--- config.mk ---
export PLATFORM = sky130hd
export DESIGN_NAME = pixel_white_distance
export DESIGN_NICKNAME = d
export VERILOG_FILES = /design/src/hdl/pwd_pkg.sv /design/src/hdl/pwd_lane.sv /design/src/hdl/pwd_sqrt.sv /design/src/hdl/pixel_white_distance.sv
export SDC_FILE = /design/constraint.sdc
export NUM_CORES = 1
export LEC_CHECK = 0
export ABC_AREA = 1
export CAP_MARGIN = 40
export CORE_ASPECT_RATIO = 0.7
export CORE_UTILIZATION = 35
export DETAILED_ROUTE_END_ITERATION = 8
export DONT_BUFFER_PORTS = 1
export PLACE_DENSITY_LB_ADDON = 0.25
export SLEW_MARGIN = 20
export SYNTH_ARGS = -nofsm -noshare
export SYNTH_HDL_FRONTEND = slang
export SYNTH_SLANG_ARGS = --single-unit
--- constraint.sdc ---
create_clock -name clk -period 7.3 [get_ports clk]
set_input_delay 1.095 -clock clk [delete_from_list [all_inputs] [get_ports clk]]
set_output_delay 1.095 -clock clk [all_outputs]
set_load 0.01 [all_outputs]
--- src/hdl/pwd_pkg.sv ---
// Package for the pixel distance-from-white block.
// Shared widths and constants; no dependencies.
package pwd_pkg;

	localparam int unsigned CHAN_W   = 8;   // one colour channel
	localparam int unsigned SQ_W     = 16;  // square of one channel difference
	localparam int unsigned NUM_CHAN = 3;   // lanes, one per channel
	localparam int unsigned SUM_W    = 18;  // 3 * 255^2 = 195075 fits
	localparam int unsigned CFG_W    = 2;   // channel count register
	localparam int unsigned DIST_W   = 17;  // result width

	localparam logic [CHAN_W-1:0] WHITE_LEVEL = 8'd255;
	localparam logic [CFG_W-1:0]  CHANS_RESET = 2'd3;

endpackage

--- src/hdl/pwd_lane.sv ---
// One channel lane: difference from white, squared, gated by lane enable.
// Depends on pwd_pkg.
module pwd_lane
	import pwd_pkg::*;
(
	input  logic              clk,
	input  logic              en,
	input  logic [CHAN_W-1:0] chan,
	output logic [SQ_W-1:0]   sq_s1
);

	logic [CHAN_W-1:0] diff;

	assign diff = WHITE_LEVEL - chan;

	// widen before the multiply so the full 16-bit square is kept
	always_ff @(posedge clk) begin
		sq_s1 <= en ? (SQ_W'(diff) * SQ_W'(diff)) : '0;
	end

endmodule

--- src/hdl/pwd_sqrt.sv ---
// Pipelined integer square root of (sum << 2*FRAC_BITS), one root bit per stage.
// Depends on pwd_pkg.
module pwd_sqrt
	import pwd_pkg::*;
#(
	parameter int unsigned FRAC_BITS = 8
)(
	input  logic                       clk,
	input  logic                       arst_n,
	input  logic                       in_vld,
	input  logic [SUM_W-1:0]           in_sum,
	output logic                       out_vld,
	output logic [SUM_W/2+FRAC_BITS-1:0] out_root
);

	localparam int unsigned RAD_W  = SUM_W + 2 * FRAC_BITS;
	localparam int unsigned ROOT_W = RAD_W / 2;
	localparam int unsigned REM_W  = ROOT_W + 3;

	// stage k registers live at index k+1
	logic [RAD_W-1:0]  rad_s  [1:ROOT_W];
	logic [REM_W-1:0]  rem_s  [1:ROOT_W];
	logic [ROOT_W-1:0] root_s [1:ROOT_W];
	logic [ROOT_W:1]   vld_s;

	for (genvar k = 0; k < ROOT_W; k++) begin : g_stage
		logic [RAD_W-1:0]  cur_rad;
		logic [REM_W-1:0]  cur_rem;
		logic [ROOT_W-1:0] cur_root;
		logic              cur_vld;
		logic [REM_W-1:0]  rem_sh;
		logic [REM_W-1:0]  trial;
		logic              ge;

		if (k == 0) begin : g_first
			assign cur_rad  = RAD_W'(in_sum) << (2 * FRAC_BITS);
			assign cur_rem  = '0;
			assign cur_root = '0;
			assign cur_vld  = in_vld;
		end else begin : g_next
			assign cur_rad  = rad_s[k];
			assign cur_rem  = rem_s[k];
			assign cur_root = root_s[k];
			assign cur_vld  = vld_s[k];
		end

		// bring down the next radicand bit pair, try root*4+1
		assign rem_sh = {cur_rem[REM_W-3:0], cur_rad[RAD_W-1 -: 2]};
		assign trial  = REM_W'({cur_root, 2'b01});
		assign ge     = (rem_sh >= trial);

		always_ff @(posedge clk or negedge arst_n) begin
			if (!arst_n) begin
				vld_s[k+1] <= 1'b0;
			end else begin
				vld_s[k+1] <= cur_vld;
			end
		end

		always_ff @(posedge clk) begin
			rad_s[k+1]  <= cur_rad << 2;
			rem_s[k+1]  <= ge ? (rem_sh - trial) : rem_sh;
			root_s[k+1] <= {cur_root[ROOT_W-2:0], ge};
		end
	end

	assign out_vld  = vld_s[ROOT_W];
	assign out_root = root_s[ROOT_W];

endmodule

--- src/hdl/pixel_white_distance.sv ---
// Top level: Euclidean distance of an RGB pixel from pure white.
// Depends on pwd_pkg, pwd_lane and pwd_sqrt.
//
// Usage:
//  - Input: drive chan_zero/chan_one/chan_two and pulse start. A beat is
//    taken at every edge with start high and busy low. busy is always low:
//    the block takes one pixel per clock, every clock.
//  - Result: done is high for exactly one cycle with distance valid in
//    that cycle. The receiver cannot stall; every result must be sampled.
//  - distance = floor(sqrt(sum of (255 - chan)^2) * 2^FRAC_BITS), kept to
//    17 bits (wraps if FRAC_BITS makes the root wider).
//  - Config: cfg_valid/cfg_ready/cfg_data writes channels_in_use (0..3);
//    lane k enters the sum when k < channels_in_use. cfg_ready is always
//    high. Write only while no pixel is in flight.
//  - Pipeline from start to done: one lane square stage, one merge adder
//    stage, then 9 + FRAC_BITS square-root stages, one root bit per stage.
//    Throughput: one pixel per cycle.
//  - Reset (arst_n low, asynchronous): pipeline valids clear, nothing in
//    flight, channels_in_use returns to 3.
module pixel_white_distance
	import pwd_pkg::*;
#(
	parameter int unsigned FRAC_BITS = 8
)(
	input  logic              clk,
	input  logic              arst_n,
	input  logic              start,
	output logic              busy,
	input  logic [CHAN_W-1:0] chan_zero,
	input  logic [CHAN_W-1:0] chan_one,
	input  logic [CHAN_W-1:0] chan_two,
	output logic              done,
	output logic [DIST_W-1:0] distance,
	input  logic              cfg_valid,
	output logic              cfg_ready,
	input  logic [CFG_W-1:0]  cfg_data
);

	localparam int unsigned ROOT_W = SUM_W / 2 + FRAC_BITS;

	logic [CFG_W-1:0]  chans_q;
	logic [CHAN_W-1:0] chan_in [NUM_CHAN];
	logic [SQ_W-1:0]   sq_s1   [NUM_CHAN];
	logic              vld_s1;
	logic              vld_s2;
	logic [SUM_W-1:0]  sum_s2;
	logic              root_vld;
	logic [ROOT_W-1:0] root;

	// fully pipelined, never holds off a beat
	assign busy      = 1'b0;
	assign cfg_ready = 1'b1;

	always_ff @(posedge clk or negedge arst_n) begin
		if (!arst_n) begin
			chans_q <= CHANS_RESET;
		end else if (cfg_valid && cfg_ready) begin
			chans_q <= cfg_data;
		end
	end

	assign chan_in[0] = chan_zero;
	assign chan_in[1] = chan_one;
	assign chan_in[2] = chan_two;

	// lanes: one per colour channel, enabled by the channel count
	for (genvar i = 0; i < NUM_CHAN; i++) begin : g_lane
		pwd_lane u_lane (
			.clk   (clk),
			.en    (CFG_W'(i) < chans_q),
			.chan  (chan_in[i]),
			.sq_s1 (sq_s1[i])
		);
	end

	// merge: sum of the lane squares
	always_ff @(posedge clk or negedge arst_n) begin
		if (!arst_n) begin
			vld_s1 <= 1'b0;
			vld_s2 <= 1'b0;
		end else begin
			vld_s1 <= start && !busy;
			vld_s2 <= vld_s1;
		end
	end

	always_ff @(posedge clk) begin
		sum_s2 <= SUM_W'(sq_s1[0]) + SUM_W'(sq_s1[1]) + SUM_W'(sq_s1[2]);
	end

	pwd_sqrt #(
		.FRAC_BITS (FRAC_BITS)
	) u_sqrt (
		.clk      (clk),
		.arst_n   (arst_n),
		.in_vld   (vld_s2),
		.in_sum   (sum_s2),
		.out_vld  (root_vld),
		.out_root (root)
	);

	assign done     = root_vld;
	assign distance = DIST_W'(root);

endmodule
; ---- After elaboration in Yosys (flattened, before gate mapping)
; Memories as Yosys holds them, arrays and structs flattened.
; Index checks and enable logic that the tools add are counted.
[totals]
ff_bits = 87
ram_bits = 1173
inputBits = 30
output_inout_bits = 20
word_cells = 89
memories = 3
[memory_table]
columns = memory, words, word_bits, read_ports, rd_ports_with_merged_regs, wr, line_no
row1 = u_sqrt.rad_s, 17, 32, 16, 0, 17, pwd_sqrt.sv:21  ; logic [RAD_W-1:0] rad_s [1:ROOT_W];
row2 = u_sqrt.rem_s, 17, 20, 16, 0, 17, pwd_sqrt.sv:22  ; logic [REM_W-1:0] rem_s [1:ROOT_W];
row3 = u_sqrt.root_s, 17, 17, 17, 0, 17, pwd_sqrt.sv:23  ; logic [ROOT_W-1:0] root_s [1:ROOT_W];
[classes]
add_sub_neg = 22
n_mul = 3
order_cmp = 20
n_mux = 17
[op_table]
columns = cell, count
row1 = $mux W20, 17
row2 = $ge A20 B19 Y1, 16
row3 = $sub A20 B19 Y20, 16
row4 = $mul A8 B8 Y16, 3
row5 = $sub A8 B8 Y8 const A, 3
row6 = $add A18 B16 Y18, 1
row7 = $add A16 B16 Y17, 1
row8 = $lt A1 B2 Y1 const A, 2
row9 = $sub A2 B1 Y3 const B, 1
row10 = $ge A2 B1 Y1 const B, 1
row11 = $lt A2 B2 Y1 const A, 1

; ---- Logic depth before layout (Yosys ltp)
; An unclocked memory read counts as a cell.
[logic_depth]
word_depth = 3
ltp_mapped = 20
mapped_depth_nobuf = 19

; ---- Hierarchy
; A second synthesis with hierarchy kept.
[unflattened]
cells_unflattened = 4433
hier_area_um2 = 32571.2
[by_module_without_submodules]
columns = mod, instances, cells_per_inst, area_each_um2, seq_area_each_um2
row1 = pwd_sqrt, 1, 3076, 23408.7, 10154.7
row2 = pixel_white_distance, 1, 407, 2486.1, 462.9
row3 = pwd_lane (g_lane[1].u_lane), 1, 318, 2230.9, 300.3
row4 = pwd_lane (g_lane[0].u_lane), 1, 314, 2225.9, 300.3
row5 = pwd_lane (g_lane[2].u_lane), 1, 318, 2219.6, 300.3

; ---- Worst setup path after synthesis
; Ideal clock, no wire load.
[synth_path]
path_kind = input -> register
startpoint = input chan_two[2]
endpoint = register g_lane[2].u_lane.sq_s1[14]
setup_time_ns = 0.123
arrival_ns = 4.643
setup_slack_ns = 2.534
stages = 18
cell_sequence = clkbuf_1 -> or2_2 -> fa_1 -> inv_1 -> fa_1 -> fa_1 -> inv_1 -> fa_1 -> inv_1 -> ha_1 -> inv_1 -> o21bai_1 -> nor2_1 -> nand2_1 -> nand2_1 -> nand2_1 -> nand2_1 -> a21oi_1
[synth_between]
elab_chain_len = 2
[synth_rtl]
columns = element, line_no
row1 = "start, declared", pixel_white_distance.sv:31  ; input logic [CHAN_W-1:0] chan_two,
row2 = $sub A8 B8 Y8, pwd_lane.sv:14  ; assign diff = WHITE_LEVEL - chan;
row3 = $mul A8 B8 Y16, pwd_lane.sv:18  ; sq_s1 <= en ? (SQ_W'(diff) * SQ_W'(diff)) : '0;
row4 = "end signal, assigned", pwd_lane.sv:18
row5 = "end, declared", pwd_lane.sv:9  ; output logic [SQ_W-1:0] sq_s1
; No other way between the ends.
; A chain may end at the register's enable or synchronous reset.

; ---- Final worst setup path
[layout_path]
startpoint = input chan_two[2]
endpoint = register g_lane[2].u_lane.sq_s1[9]
; Same word-level chain as after synthesis.

==> parameters.txt <==
Parameter                              Value

Global route
  Antenna violations before repair    0
  Number of global-route vias before repair    roughly 23000
  Pin count of the biggest net entering global routing    28
  GRT Overall Usage    0.162
  Aggregate global routing overflow    0
  First-pass GRT wire length    roughly 120000 um

Timing
  Number of failing hold endpoints at the final stage    0
  Worst path setup slack after routing    ~3.2 ns
  Post-route worst hold slack    0.160 ns
  Max Fclk    between 200 and 250 MHz
  Post-Route Setup TNS    0 ns
  Clock skew    between 0.015 and 0.02 ns
  Unrepaired setup endpoints after global routing    no
  Max-Slew Margin vs Limit    0.456
  Clock period minus final worst setup slack    ~4.1 ns
  Count of pins over their slew limit    0
  Period utilization    0.568
  Final setup violation count    0
  Worst-margin pin slew    0.817 ns

CTS
  Number of CTS-inserted buffers    60
  Clock root cell    sky130_fd_sc_hd__clkbuf_16
  TritonCTS Sinks    570
  Quantity of gates resized following cts    0
  Total number of H-tree levels    2
  Post-cts hold buffer count    0
  Clock tree from TritonCTS    done
  Maximum clock path buffer count    3
  CTS clk-pin slew, worst paths    about 0.06 ns
  Source-to-sink clock delay at the later pin of the worst-skew pair    approximately 0.63 ns
  Buffers inserted by post-CTS timing repair    0

Place
  Setup slack at placement    roughly 2.5 ns
  I/O Buffers    0
  HPWL reported at the end of detailed placement    between 50000 and 60000 um
  Area post-placement    between 30000 and 40000 um2
  Last weighted congestion value of the routability-driven placer    about 0.87

Routing
  DR WL/cell    around 14 um
  Residual DRC count    0
  Router iterations before antenna repair    6
  Wire length reported by the detailed router    around 74000 um
  Total via count after detailed routing    between 20000 and 25000
  Post-detailed-route count of antenna-violating nets    0
  Avg Vias per Cell    4.67
  First-iteration detailed-routing DRC count    about 1900

Worst setup path
  Worst setup SP type    primary input
  Number of buffer and inverter instances along the worst setup path    4
  Crit-path cells    nor2_1, inv_1, fa_1, inv_1, fa_1, inv_1, fa_1, fa_1, inv_1, ha_1, a21oi_1, o21ai_0, a21oi_1, o21ai_0, a21oi_1
  Cell with the largest stage delay on the worst path    sky130_fd_sc_hd__fa_1
  Delay of the slowest critical-path stage    0.54 ns
  Cell class contributing the biggest share of worst-path delay    adder cells
  Worst Setup End Kind    flop
  Arrival time reported for the critical path endpoint    about 4.7 ns
  Req. time, crit path    about 8 ns
  Worst Path Class, Setup    primary input to flop
  Maximum net fanout on the critical path    10

Pwr
  Cell Pwr Density    between 400 and 500 nW/um2
  Worst-case vdd ir drop    between 0.0002 and 0.00025 V
  Leak    around 0.018 uW

Min path
  Class of the most critical hold timing path    primary input to async pin

Floorplanning
  Vert. Die Dim    between 200 and 300 um
  Placement row count    a little over 90
  Die area    a little over 90000 um2
  Number of ports placed on the die boundary    50
  Chip Width    ~360 um
  Placeable Area    approximately 88000 um2
  Initial Utilization    0.355

Synthesis
  Count of mapped cells out of synthesis    4133
  Share of flip-flops with an asynchronous set or reset after synthesis    0.0368
  Yosys warning count    0
  Most instantiated flip-flop cell in the synthesis netlist    sky130_fd_sc_hd__dfxtp_1
  Number of synthesized flops with an enable pin    0
  Leading post-synthesis cells by cell area    sky130_fd_sc_hd__dfxtp_1 (35%), sky130_fd_sc_hd__nand2_1 (12%), sky130_fd_sc_hd__ha_1 (11%), sky130_fd_sc_hd__inv_1 (7.7%), sky130_fd_sc_hd__fa_1 (5.4%)
  Sequential cell area fraction in the yosys report    0.367
  Count of cell types in the netlist    55
  Mean area per synthesized cell    ~7.6 um2
  Post-synthesis cell area    about 31000 um2
  Number of synthesized register bits    570
  Proportion of netlist area held by the largest area contributor    0.350
  Cell taking the most area after synthesis    sky130_fd_sc_hd__dfxtp_1

Final layout
  Inserted Diodes    0
  Area Growth Syn to Fin    10.1%
  Finished layout cell area    ~35000 um2
  Most frequent cells in the layout    sky130_fd_sc_hd__nand2_1 (1000), sky130_fd_sc_hd__inv_1 (645), sky130_fd_sc_hd__dfxtp_1 (549), sky130_fd_sc_hd__nor2_1 (404), sky130_fd_sc_hd__nand3_1 (292)
  Final layout net count    about 4500
  Final core utilization    0.391
  Commonest non-fill, non-tap cell in the layout    sky130_fd_sc_hd__nand2_1
  Layout cell share with drive strength beyond 1    0.0570

Run status
  Status    finished clean

Run
  Max Cap Viol    0
==> per-layer routing <==
layer	vias to the layer above	routed length, um	track usage
met5	-	0	0
met4	0	1050	0.0322
met3	69	4470	0.0272
met2	542	25600	0.206
met1	11300	42400	0.271
li1	13100	-	-
==> logic make-up (layout without fill, tap and decap cells) <==
kind of cell,count (synthesis),after routing,share of synthesized area
xor+xnor,146,146,0.0407
other cells,2,3,0.000239
flops,570,570,0.367
simple gates,1886,1886,0.254
fa+ha+maj,361,361,0.164
mux,1,1,0.000358
buf+inv,712,770,0.0898
compound gates,455,455,0.0841
==> worst paths after layout <==
path                            slack (ns)                            startpoint                                    to  cells after the start
worst max register to register        4.19  g_lane[1].u_lane.sq_s1[2]$_SDFF_PN0_                    sum_s2[17]$_DFF_P_                     19
worst min-delay path                  0.16                                arst_n              u_sqrt.out_vld$_DFF_PN0_                      0
worst max-delay path                  3.15                           chan_two[2]  g_lane[2].u_lane.sq_s1[9]$_SDFF_PP0_                     15
max in group asynchronous             6.97                                arst_n                chans_q[1]$_DFFE_PN1P_                      0
min in group clk                      0.32           u_sqrt.rad_s[0][89]$_DFF_P_          u_sqrt.rad_s[0][123]$_DFF_P_                      0
worst min register to register        0.32           u_sqrt.rad_s[0][89]$_DFF_P_          u_sqrt.rad_s[0][123]$_DFF_P_                      0
==> worst register-to-register path, delay by kind of cell (launching register included) <==
family                     cells  cell delay, ns
buffers and inverters          3            0.22
xor gates and xnor gates       1            0.15
adders and majority gates      3            1.02
and+or+nand+nor               11            1.20
AOI/OAI and AO/OA              1            0.10
DFF                            1            0.36
==> report_power, final <==
group | leakage [uW] | switching [uW] | internal [uW]
combinational | 0.0124 | 3900 | 2240
sequential | 0.00480 | 750 | 4200
clock | 0.00100 | 1310 | 1830
==> registers in the layout (all words and copies together), names as in the netlist <==
signal                  count
vld_s2                      1
u_sqrt.root_s             153
vld_s1                      1
u_sqrt.rad_s               72
g_lane.u_lane.sq_s1        45
u_sqrt.g_stage.cur_vld     16
u_sqrt.rem_s              261
u_sqrt.out_vld              1
chans_q                     2
sum_s2                     18
==> cells in the mapped netlist, drive strengths merged (2+ instances only) <==
| master | instances |
|---|---|
| or2 | 19 |
| a21boi | 6 |
| conb | 2 |
| nor3b | 2 |
| o21ai | 158 |
| nand2 | 1022 |
| o21bai | 16 |
| xor2 | 100 |
| nand3 | 298 |
| nor3 | 51 |
| ha | 277 |
| xnor2 | 46 |
| a21oi | 238 |
| nor2 | 415 |
| clkbuf | 25 |
| dfxtp | 549 |
| and3 | 3 |
| and2 | 6 |
| inv | 657 |
| nand3b | 23 |
| o211ai | 2 |
| fa | 84 |
| a21o | 16 |
| dfstp | 2 |
| o21a | 9 |
| nor4 | 4 |
| a31oi | 7 |
| dfrtp | 19 |
| nand4 | 42 |
| buf | 29 |
==> area by class of cell <==
type | instances | area, um2
fill | 9154 | 53900
sequential | 570 | 11500
multi-input combinational | 2852 | 17100
clock inverter | 31 | 334
inverter | 658 | 2480
clock buffer | 79 | 1710
timing repair buffer | 2 | 15.0
tap | 1162 | 1450
==> through the flow <==
stage | cells | power, uW
6_report | 5354 | 14200
5_1_grt | 5354 | 15500
4_1_cts | 5354 | 14300
3_5_place_dp | 5244 | 11100
3_3_place_gp | 5243 | 11100
2_1_floorplan | 4134 | 9490
No activity file was read; power rests on OpenSTA's default activity.
